<file path="src/rtl/core/positional_list_engine_core_assert.svh">
// Assertion macros shared by the positional list engine RTL.
`ifndef POSITIONAL_LIST_ENGINE_CORE_ASSERT_SVH
`define POSITIONAL_LIST_ENGINE_CORE_ASSERT_SVH

// Same-cycle implication, sampled on clk_i, off while rst_ni is low.
`define PLE_ASSERT_NOW(lbl, ante, cons, msg) \
  lbl: assert property (@(posedge clk_i) disable iff (!rst_ni) (ante) |-> (cons)) \
    else $error(msg);

// Next-cycle implication, sampled on clk_i, off while rst_ni is low.
`define PLE_ASSERT_NEXT(lbl, ante, cons, msg) \
  lbl: assert property (@(posedge clk_i) disable iff (!rst_ni) (ante) |=> (cons)) \
    else $error(msg);

`endif

</file>
<file path="src/rtl/core/plist_pkg.sv">
// Types and constants of the positional list engine.
`timescale 1ns / 1ps
package plist_pkg;

  localparam int PosWidth     = 6;
  localparam int ValueWidth   = 32;
  localparam int CountOutW    = 6;
  localparam int MaxResults   = 32;
  localparam int MaxDataWidth = 64;

  typedef enum logic [2:0] {
    OP_INSERT    = 3'd0,
    OP_DELETE    = 3'd1,
    OP_READ      = 3'd2,
    OP_OVERWRITE = 3'd3,
    OP_CLEAR     = 3'd4,
    OP_TRAVERSE  = 3'd5
  } op_e;

  typedef enum logic [1:0] {
    ST_OK        = 2'd0,
    ST_BAD_POS   = 2'd1,
    ST_FULL      = 2'd2,
    ST_NO_TRAV   = 2'd3
  } status_e;

  typedef enum logic [3:0] {
    S_IDLE,
    S_EXEC,
    S_GRAB,
    S_SHIFT_RD,
    S_SHIFT_WR,
    S_PLACE,
    S_TRAV_RD,
    S_TRAV_OUT,
    S_RESULT
  } state_e;

endpackage

</file>
<file path="src/rtl/core/positional_list_engine_core.sv">
// Positional list engine: bounded ordered list with insert/delete/read/overwrite/clear/traverse.
`timescale 1ns / 1ps
`include "positional_list_engine_core_assert.svh"
// Usage:
//  - Input channel (in_valid_i/in_ready_o) carries op_i, position_i, value_i.
//    One command is taken at a time; in_ready_o is high only while idle, so the
//    next command can transfer the cycle after the final result is loaded.
//  - Output channel (out_valid_o/out_ready_i) carries one result per transfer:
//    data_out_o, count_o, full_res_o, empty_res_o, status_o, last_o.
//    last_o marks the final result of a command.
//  - Entries live in a CAPACITY x DATA_WIDTH single-port-write, one-read memory
//    with a registered read. One sequencer drives that memory port.
//  - Sequencing: overwrite, clear and rejected commands go from the execute state
//    straight to the result; read and delete grab the entry first. Insert at position
//    p with n entries moves entries p..n-1 up one place; delete moves those above p down.
//    Traverse reads and emits the entries in order (min(n, 32) entries).
//    Each entry move is a read state followed by a write state.
//  - A stalled receiver holds the result in the output register; the sequencer
//    waits in its emit state until the register frees up.
//  - Reset empties the list (count goes to 0) and clears the output valid flag.
//    Memory contents are not cleared; only entries below the count are read.
module positional_list_engine_core #(
  parameter int CAPACITY   = 32,
  parameter int DATA_WIDTH = 32
) (
  input  logic                                clk_i,
  input  logic                                rst_ni,
  input  logic                                in_valid_i,
  output logic                                in_ready_o,
  input  logic [2:0]                          op_i,
  input  logic [plist_pkg::PosWidth-1:0]      position_i,
  input  logic [plist_pkg::ValueWidth-1:0]    value_i,
  output logic                                out_valid_o,
  input  logic                                out_ready_i,
  output logic [plist_pkg::ValueWidth-1:0]    data_out_o,
  output logic [plist_pkg::CountOutW-1:0]     count_o,
  output logic                                full_res_o,
  output logic                                empty_res_o,
  output logic [1:0]                          status_o,
  output logic                                last_o
);

  localparam int CntW = $clog2(CAPACITY + 1);
  localparam int AddrW = $clog2(CAPACITY);
  localparam int CmpW = (CntW > plist_pkg::PosWidth) ? CntW : plist_pkg::PosWidth;

  // sequencer and command registers
  plist_pkg::state_e  state_q, state_d;
  plist_pkg::op_e     op_q;
  logic [plist_pkg::PosWidth-1:0] pos_q;
  logic [DATA_WIDTH-1:0] val_q;
  logic [CntW-1:0] idx_q, idx_d;
  logic [CntW-1:0] count_q, count_d;
  logic [DATA_WIDTH-1:0] data_q, data_d;
  plist_pkg::status_e status_q, status_d;

  // entry store
  logic [DATA_WIDTH-1:0] mem_q [CAPACITY];
  logic [DATA_WIDTH-1:0] rd_data_q;
  logic                  wr_en, rd_en;
  logic [CntW-1:0]       wr_idx, rd_idx;
  logic [DATA_WIDTH-1:0] wr_data;

  // output register
  logic out_valid_q, out_valid_d;
  logic [plist_pkg::ValueWidth-1:0] out_data_q;
  logic [plist_pkg::CountOutW-1:0]  out_count_q;
  logic out_full_q, out_empty_q, out_last_q;
  plist_pkg::status_e out_status_q;
  logic emit;
  logic [DATA_WIDTH-1:0] emit_data;
  plist_pkg::status_e emit_status;
  logic emit_last;

  logic [plist_pkg::MaxDataWidth-1:0] value_ext, emit_ext;
  logic in_fire, out_free;
  logic [CmpW-1:0] pos_x, cnt_x, idx_x, trav_n;
  logic ins_full, ins_bad, pos_bad, ins_step_end, del_step_end, grab_end, trav_last;
  logic is_ins;

  assign in_ready_o = (state_q == plist_pkg::S_IDLE);
  assign in_fire    = in_valid_i && in_ready_o;
  assign out_free   = !out_valid_q || out_ready_i;
  assign value_ext  = plist_pkg::MaxDataWidth'(value_i);

  assign pos_x  = CmpW'(pos_q);
  assign cnt_x  = CmpW'(count_q);
  assign idx_x  = CmpW'(idx_q);
  assign trav_n = (cnt_x > CmpW'(plist_pkg::MaxResults)) ?
                  CmpW'(plist_pkg::MaxResults) : cnt_x;

  assign ins_full     = cnt_x >= CmpW'(CAPACITY);
  assign ins_bad      = pos_x > cnt_x;
  assign pos_bad      = pos_x >= cnt_x;
  assign ins_step_end = idx_x == pos_x + CmpW'(1);
  assign del_step_end = idx_x + CmpW'(1) == cnt_x;
  assign grab_end     = pos_x + CmpW'(1) == cnt_x;
  assign trav_last    = idx_x + CmpW'(1) == trav_n;
  assign is_ins       = (op_q == plist_pkg::OP_INSERT);

  // next state
  always_comb begin
    state_d = state_q;
    unique case (state_q)
      plist_pkg::S_IDLE: begin
        if (in_fire) state_d = plist_pkg::S_EXEC;
      end
      plist_pkg::S_EXEC: begin
        state_d = plist_pkg::S_RESULT;
        unique case (op_q) inside
          plist_pkg::OP_INSERT: begin
            if (!ins_full && !ins_bad) begin
              state_d = (cnt_x == pos_x) ? plist_pkg::S_PLACE : plist_pkg::S_SHIFT_RD;
            end
          end
          plist_pkg::OP_DELETE, plist_pkg::OP_READ: begin
            if (!pos_bad) state_d = plist_pkg::S_GRAB;
          end
          plist_pkg::OP_TRAVERSE: begin
            if (count_q != '0) state_d = plist_pkg::S_TRAV_RD;
          end
          default: ;
        endcase
      end
      plist_pkg::S_GRAB: begin
        if (op_q == plist_pkg::OP_DELETE && !grab_end) state_d = plist_pkg::S_SHIFT_RD;
        else state_d = plist_pkg::S_RESULT;
      end
      plist_pkg::S_SHIFT_RD: state_d = plist_pkg::S_SHIFT_WR;
      plist_pkg::S_SHIFT_WR: begin
        if (is_ins) state_d = ins_step_end ? plist_pkg::S_PLACE : plist_pkg::S_SHIFT_RD;
        else state_d = del_step_end ? plist_pkg::S_RESULT : plist_pkg::S_SHIFT_RD;
      end
      plist_pkg::S_PLACE: state_d = plist_pkg::S_RESULT;
      plist_pkg::S_TRAV_RD: state_d = plist_pkg::S_TRAV_OUT;
      plist_pkg::S_TRAV_OUT: begin
        if (out_free) state_d = trav_last ? plist_pkg::S_IDLE : plist_pkg::S_TRAV_RD;
      end
      plist_pkg::S_RESULT: begin
        if (out_free) state_d = plist_pkg::S_IDLE;
      end
      default: state_d = plist_pkg::S_IDLE;
    endcase
  end

  // datapath control
  always_comb begin
    idx_d       = idx_q;
    count_d     = count_q;
    data_d      = data_q;
    status_d    = status_q;
    wr_en       = 1'b0;
    wr_idx      = idx_q;
    wr_data     = rd_data_q;
    rd_en       = 1'b0;
    rd_idx      = idx_q;
    emit        = 1'b0;
    emit_data   = data_q;
    emit_status = status_q;
    emit_last   = 1'b1;
    unique case (state_q)
      plist_pkg::S_EXEC: begin
        data_d   = '0;
        status_d = plist_pkg::ST_OK;
        unique case (op_q) inside
          plist_pkg::OP_INSERT: begin
            if (ins_full) status_d = plist_pkg::ST_FULL;
            else if (ins_bad) status_d = plist_pkg::ST_BAD_POS;
            else idx_d = count_q;
          end
          plist_pkg::OP_DELETE, plist_pkg::OP_READ: begin
            if (pos_bad) begin
              status_d = plist_pkg::ST_BAD_POS;
            end else begin
              rd_en  = 1'b1;
              rd_idx = CntW'(pos_q);
            end
          end
          plist_pkg::OP_OVERWRITE: begin
            if (pos_bad) begin
              status_d = plist_pkg::ST_BAD_POS;
            end else begin
              wr_en   = 1'b1;
              wr_idx  = CntW'(pos_q);
              wr_data = val_q;
            end
          end
          plist_pkg::OP_CLEAR: count_d = '0;
          plist_pkg::OP_TRAVERSE: begin
            if (count_q == '0) status_d = plist_pkg::ST_NO_TRAV;
            else idx_d = '0;
          end
          default: ;
        endcase
      end
      plist_pkg::S_GRAB: begin
        data_d = rd_data_q;
        if (op_q == plist_pkg::OP_DELETE) begin
          if (grab_end) count_d = count_q - CntW'(1);
          else idx_d = CntW'(pos_q) + CntW'(1);
        end
      end
      plist_pkg::S_SHIFT_RD: begin
        rd_en  = 1'b1;
        rd_idx = is_ins ? idx_q - CntW'(1) : idx_q;
      end
      plist_pkg::S_SHIFT_WR: begin
        wr_en   = 1'b1;
        wr_idx  = is_ins ? idx_q : idx_q - CntW'(1);
        wr_data = rd_data_q;
        if (is_ins) begin
          idx_d = idx_q - CntW'(1);
        end else begin
          idx_d = idx_q + CntW'(1);
          if (del_step_end) count_d = count_q - CntW'(1);
        end
      end
      plist_pkg::S_PLACE: begin
        wr_en   = 1'b1;
        wr_idx  = CntW'(pos_q);
        wr_data = val_q;
        count_d = count_q + CntW'(1);
      end
      plist_pkg::S_TRAV_RD: begin
        rd_en = 1'b1;
      end
      plist_pkg::S_TRAV_OUT: begin
        emit_data   = rd_data_q;
        emit_status = plist_pkg::ST_OK;
        emit_last   = trav_last;
        if (out_free) begin
          emit  = 1'b1;
          idx_d = idx_q + CntW'(1);
        end
      end
      plist_pkg::S_RESULT: begin
        emit = out_free;
      end
      default: ;
    endcase
  end

  assign emit_ext    = plist_pkg::MaxDataWidth'(emit_data);
  assign out_valid_d = emit ? 1'b1 : (out_ready_i ? 1'b0 : out_valid_q);

  // control registers
  always_ff @(posedge clk_i or negedge rst_ni) begin
    if (!rst_ni) begin
      state_q     <= plist_pkg::S_IDLE;
      count_q     <= '0;
      out_valid_q <= 1'b0;
    end else begin
      state_q     <= state_d;
      count_q     <= count_d;
      out_valid_q <= out_valid_d;
    end
  end

  // payload registers
  always_ff @(posedge clk_i) begin
    if (in_fire) begin
      op_q  <= plist_pkg::op_e'(op_i);
      pos_q <= position_i;
      val_q <= value_ext[DATA_WIDTH-1:0];
    end
    idx_q    <= idx_d;
    data_q   <= data_d;
    status_q <= status_d;
    if (emit) begin
      out_data_q   <= emit_ext[plist_pkg::ValueWidth-1:0];
      out_count_q  <= plist_pkg::CountOutW'(count_q);
      out_full_q   <= (count_q == CntW'(CAPACITY));
      out_empty_q  <= (count_q == '0);
      out_status_q <= emit_status;
      out_last_q   <= emit_last;
    end
  end

  // entry store: one write, one registered read
  always_ff @(posedge clk_i) begin
    if (wr_en) mem_q[wr_idx[AddrW-1:0]] <= wr_data;
    if (rd_en) rd_data_q <= mem_q[rd_idx[AddrW-1:0]];
  end

  assign out_valid_o = out_valid_q;
  assign data_out_o  = out_data_q;
  assign count_o     = out_count_q;
  assign full_res_o  = out_full_q;
  assign empty_res_o = out_empty_q;
  assign status_o    = out_status_q;
  assign last_o      = out_last_q;

  `PLE_ASSERT_NOW(a_count_bound, 1'b1, count_q <= CntW'(CAPACITY), "count above capacity")
  `PLE_ASSERT_NOW(a_wr_in_range, wr_en, wr_idx < CntW'(CAPACITY), "write beyond store")
  `PLE_ASSERT_NOW(a_rd_in_range, rd_en, rd_idx < CntW'(CAPACITY), "read beyond store")
  `PLE_ASSERT_NOW(a_emit_slot, emit, !out_valid_q || out_ready_i, "result overwritten")
  `PLE_ASSERT_NEXT(a_count_step, 1'b1,
                   count_q == $past(count_q) || count_q == '0 ||
                   count_q == $past(count_q) + CntW'(1) ||
                   count_q == $past(count_q) - CntW'(1), "count jumped")

endmodule

</file>
<file path="config.mk">
export PLATFORM = sky130hd
export DESIGN_NAME = positional_list_engine_core
export DESIGN_NICKNAME = d
export VERILOG_FILES = /design/src/rtl/core/plist_pkg.sv /design/src/rtl/core/positional_list_engine_core.sv
export VERILOG_INCLUDE_DIRS = /design/src /design/src/rtl/core
export SDC_FILE = /design/constraint.sdc
export NUM_CORES = 2
export LEC_CHECK = 0
export ABC_AREA = 1
export BUFFER_PORTS_ARGS = -buffer_cell sky130_fd_sc_hd__buf_2
export CORE_MARGIN = 2
export CORE_UTILIZATION = 25
export CTS_CLUSTER_SIZE = 8
export DETAILED_ROUTE_END_ITERATION = 6
export PLACE_DENSITY = 0.41
export SLEW_MARGIN = 40
export SYNTH_ARGS = -nofsm -noshare
export SYNTH_HDL_FRONTEND = slang
export SYNTH_SLANG_ARGS = --single-unit
</file>
<file path="constraint.sdc">
create_clock -name clk_i -period 10.3 [get_ports clk_i]
set_input_delay 0 -clock clk_i [delete_from_list [all_inputs] [get_ports clk_i]]
set_output_delay 0 -clock clk_i [all_outputs]
set_load 0.005 [all_outputs]
</file>
==> impl_metrics.env <==
export IMPL_run_status="complete, no violations"
export IMPL_ir_worst_vdd_v=0.000317
export IMPL_place_congestion=0.833
export IMPL_async_flop_share_pct=0.924
export IMPL_drc=0
export IMPL_netlist_top_cells_area="edfxtp_1 (67%), nand3_1 (11%), nand2_1 (8.1%)"
export IMPL_grt_max_degree=169
export IMPL_worstMarginPinSlew_ps=843
export IMPL_grt_pass1_wl_um=253000
export IMPL_maxCapViolCount=0
export IMPL_cts_resized_gates=0
export IMPL_antenna_found_initial=5
export IMPL_tns_ps=0
export IMPL_skew_ps=28.1
export IMPL_initial_core_util_pct=25.1
export IMPL_cpPeakStageDelay_ps=650
export IMPL_netlist_area_um2=52600
export IMPL_synth_top_area_cell="edfxtp_1"
export IMPL_ctsLongestPathBuffers=3
export IMPL_synth_flop_cell="edfxtp_1"
export IMPL_drt_total_wl_um=172000
export IMPL_slew_headroom_pct=43.8
export IMPL_synth_top_cell_area_share_pct=67.3
export IMPL_endpoint_kind="flop"
export IMPL_hold_violations=0
export IMPL_finalPower_w=0.0194
export IMPL_register_area_um2=35700
export IMPL_power_share_combinational_pct=43.4
export IMPL_root_buffer="clkbuf_16"
export IMPL_cp_start_kind="flop"
export IMPL_die_x_um=463
export IMPL_period_share_pct=51.8
export IMPL_cts_made_buffers=167
export IMPL_crit_fanout=89
export IMPL_yosysUniqueCellTypes=49
export IMPL_antenna_left=0
export IMPL_rsz0062_at_grt="no"
export IMPL_crit_type="flop to flop"
export IMPL_fp_row_count=168
export IMPL_syn_avg_cell_area_um2=10.7
export IMPL_clkPwrFrac_pct=25.5
export IMPL_firstDrtPassIters=6
export IMPL_via_per_inst=4.58
export IMPL_hpwlAfterDp_um=88600
export IMPL_path_clk_slew_ps=60
export IMPL_slowest_stage="buf_4"
export IMPL_powerDensity_nw_per_um2=313
export IMPL_htree_levels=4
export IMPL_wire_per_inst_um=21.7
export IMPL_ys_seq_area_share_pct=67.8
export IMPL_dieArea_um2=214000
export IMPL_grtUsageTotal_pct=15.8
export IMPL_synth_seq_cells=1191
export IMPL_fin_nets=5132
export IMPL_cts_setup_buffers=0
export IMPL_multi_input_area_um2=13600
export IMPL_period_needed_ps=5340
export IMPL_yosys_warnings=0
export IMPL_switching_power_w=0.00842
export IMPL_cpMostUsedCell="nand2_1"
export IMPL_path_buf_inv=4
export IMPL_synth_edf_count=1180
export IMPL_io_buffers=89
export IMPL_crit_arrival_ps=5870
export IMPL_crit_required_ps=10830
export IMPL_hp_class="input port to flop"
export IMPL_power_frac_seq_pct=31.0
export IMPL_grt_pass1_vias=35862
export IMPL_crit_family="simple AND/OR/NAND/NOR gates"
export IMPL_synthCells=4918
export IMPL_num_fill_cells=21555
export IMPL_grt_ovfl_total=0
export IMPL_syn_to_final_growth_pct=18.0
export IMPL_clk_latency_ps=810
export IMPL_dp_slack_ps=5020
export IMPL_syn_nets=4977
export IMPL_worstPathCellList="clkinv_1, ha_1, nand2_1, inv_2, a21oi_4, nand3_4, nand2_1, nand3_1, nand2_1, nand2_8, nand2_8, buf_16, buf_4, nand2_1, nand3_1, nand3_1, nand3_1, nand2_1, nand2_1, nand2_1"
export IMPL_drive_gt1_share_pct=9.57
export IMPL_final_setup_viol_count=0
export IMPL_die_h_um=463
export IMPL_p_leak_nw=24.2
export IMPL_clock_sinks=1191
export IMPL_internal_power_w=0.0110
export IMPL_coreArea_um2=209000
export IMPL_io_pins=90
export IMPL_num_vias=36189
export IMPL_p_sw_share_pct=43.4
export IMPL_drtIter0Drc=3120
export IMPL_max_freq_ghz=0.187
export IMPL_cts_tree="yes"
export IMPL_setup_slack_ps=4960
export IMPL_report_final_slew_viol_count=0
## kinds of logic (layout without fill, tap and decap cells)
group                    after synthesis  count (layout)  share of synthesized area, %
AO/OA/AOI/OAI                        153             153                          1.68
adder cells (fa/ha/maj)               14              14                         0.347
buffers and inverters                948            1130                          7.30
flip-flops                          1191            1191                          67.8
XOR/XNOR                              18              18                         0.299
AND/OR/NAND/NOR                     2593            2593                          22.5
multiplexers                           1               1                        0.0214
other                                  0               2                             0
## cell type report
type	instances	share of cell area, %
repair buffers	283	3.85
clock inverters	10	0.169
flip-flops and latches	1191	57.5
well taps	2805	5.65
clock buffers	186	7.03
inverters	651	3.95
multi-input cells	2779	21.9
diodes	2	0.00805
## routing by layer
| metal | vias up | GRT usage, % | share of wire, % |
|---|---|---|---|
| met4 | 0 | 3.72 | 1.7 |
| met5 | - | 0 | 0 |
| li1 | 16957 | - | - |
| met2 | 920 | 25.2 | 46 |
| met1 | 18091 | 22.6 | 48 |
| met3 | 221 | 2.38 | 4.5 |
## power groups by stage
stage / Clock, W / Combinational (W) / Sequential (W)
floorplan: 0 / 0.00548 / 0.00604
global placement: 0 / 0.00836 / 0.00612
detailed placement: 0 / 0.00838 / 0.00611
CTS: 0.00510 / 0.00843 / 0.00602
global route: 0.00526 / 0.00932 / 0.00604
finish: 0.00496 / 0.00844 / 0.00603
## flip-flops by register name (all words and copies together), names as in the netlist, 32 cells and up
signal / count
rd_data_q: 32
data_q: 32
data_out_o: 32
val_q: 32
mem_q: 1024
## layout by cell type (no fill, tap or decap), types with 3 or more instances in the layout
master,count
a21oi_4,6
ha_1,13
nand2_1,1133
nor3_1,6
clkbuf_1,13
buf_4,83
buf_16,6
clkbuf_16,172
a21oi_2,27
nor2_2,5
buf_2,89
inv_6,7
o2111ai_1,7
a31oi_1,5
o21ai_1,3
inv_2,10
dfrtp_1,11
nor2_4,36
or2_2,5
xor2_1,17
buf_6,8
o31ai_1,3
nand4_1,10
buf_8,3
nand2_8,3
inv_1,636
nand3b_1,161
dlygate4sd3_1,86
o21ai_0,61
o221ai_1,4
nand3_1,1112
a21oi_1,20
buf_12,8
edfxtp_1,1180
o211ai_1,6
nor2_1,113
## tightest hold or removal path: cells and delay by family
kind,cells,cell delay [ps]
buffers and inverters,3,740
and+or+nand+nor,2,140
## synthesized netlist by cell type (13+ instances only)
library cell,number
ha_1,13
xor2_1,17
inv_1,639
nand3b_1,161
clkbuf_1,87
nor2_1,149
edfxtp_1,1180
buf_2,196
nand2_1,1133
nand3_1,1114
a21oi_1,51
o21ai_0,61
## per-stage QoR
step | utilization (%) | hold WS (ps) | cell area (um2) | cells
2_1_floorplan | - | -296 | 52600 | 4918
3_3_place_gp | 27.0 | -76.3 | 56500 | 7613
3_5_place_dp | 27.1 | -76.6 | 56700 | 7618
4_1_cts | 29.6 | 55.1 | 62000 | 7900
5_1_grt | 29.7 | 113 | 62100 | 7905
6_report | 29.7 | 112 | 62200 | 7907
## what timing repair did
action                                  in CTS  in global routing
hold endpoints to repair                   109                  0
endpoints found under the setup margin       0                  0
hold buffers                                86                  0
## worst paths after layout
kind / start / endpoint / slack (ps) / cells after the start
max in group asynchronous: rst_ni / cnt_x[2] / 9540 / 3
worst min-delay path: out_ready_i / out_valid_o / 110 / 5
min in group asynchronous: rst_ni / cnt_x[5] / 320 / 3
worst max register to register: cnt_x[5] / rd_data_q[12] / 4960 / 20
worst min register to register: data_q[16] / data_out_o[16] / 530 / 2
worst max-delay path: cnt_x[5] / rd_data_q[12] / 4960 / 20
(Power assumes the default switching activity.)
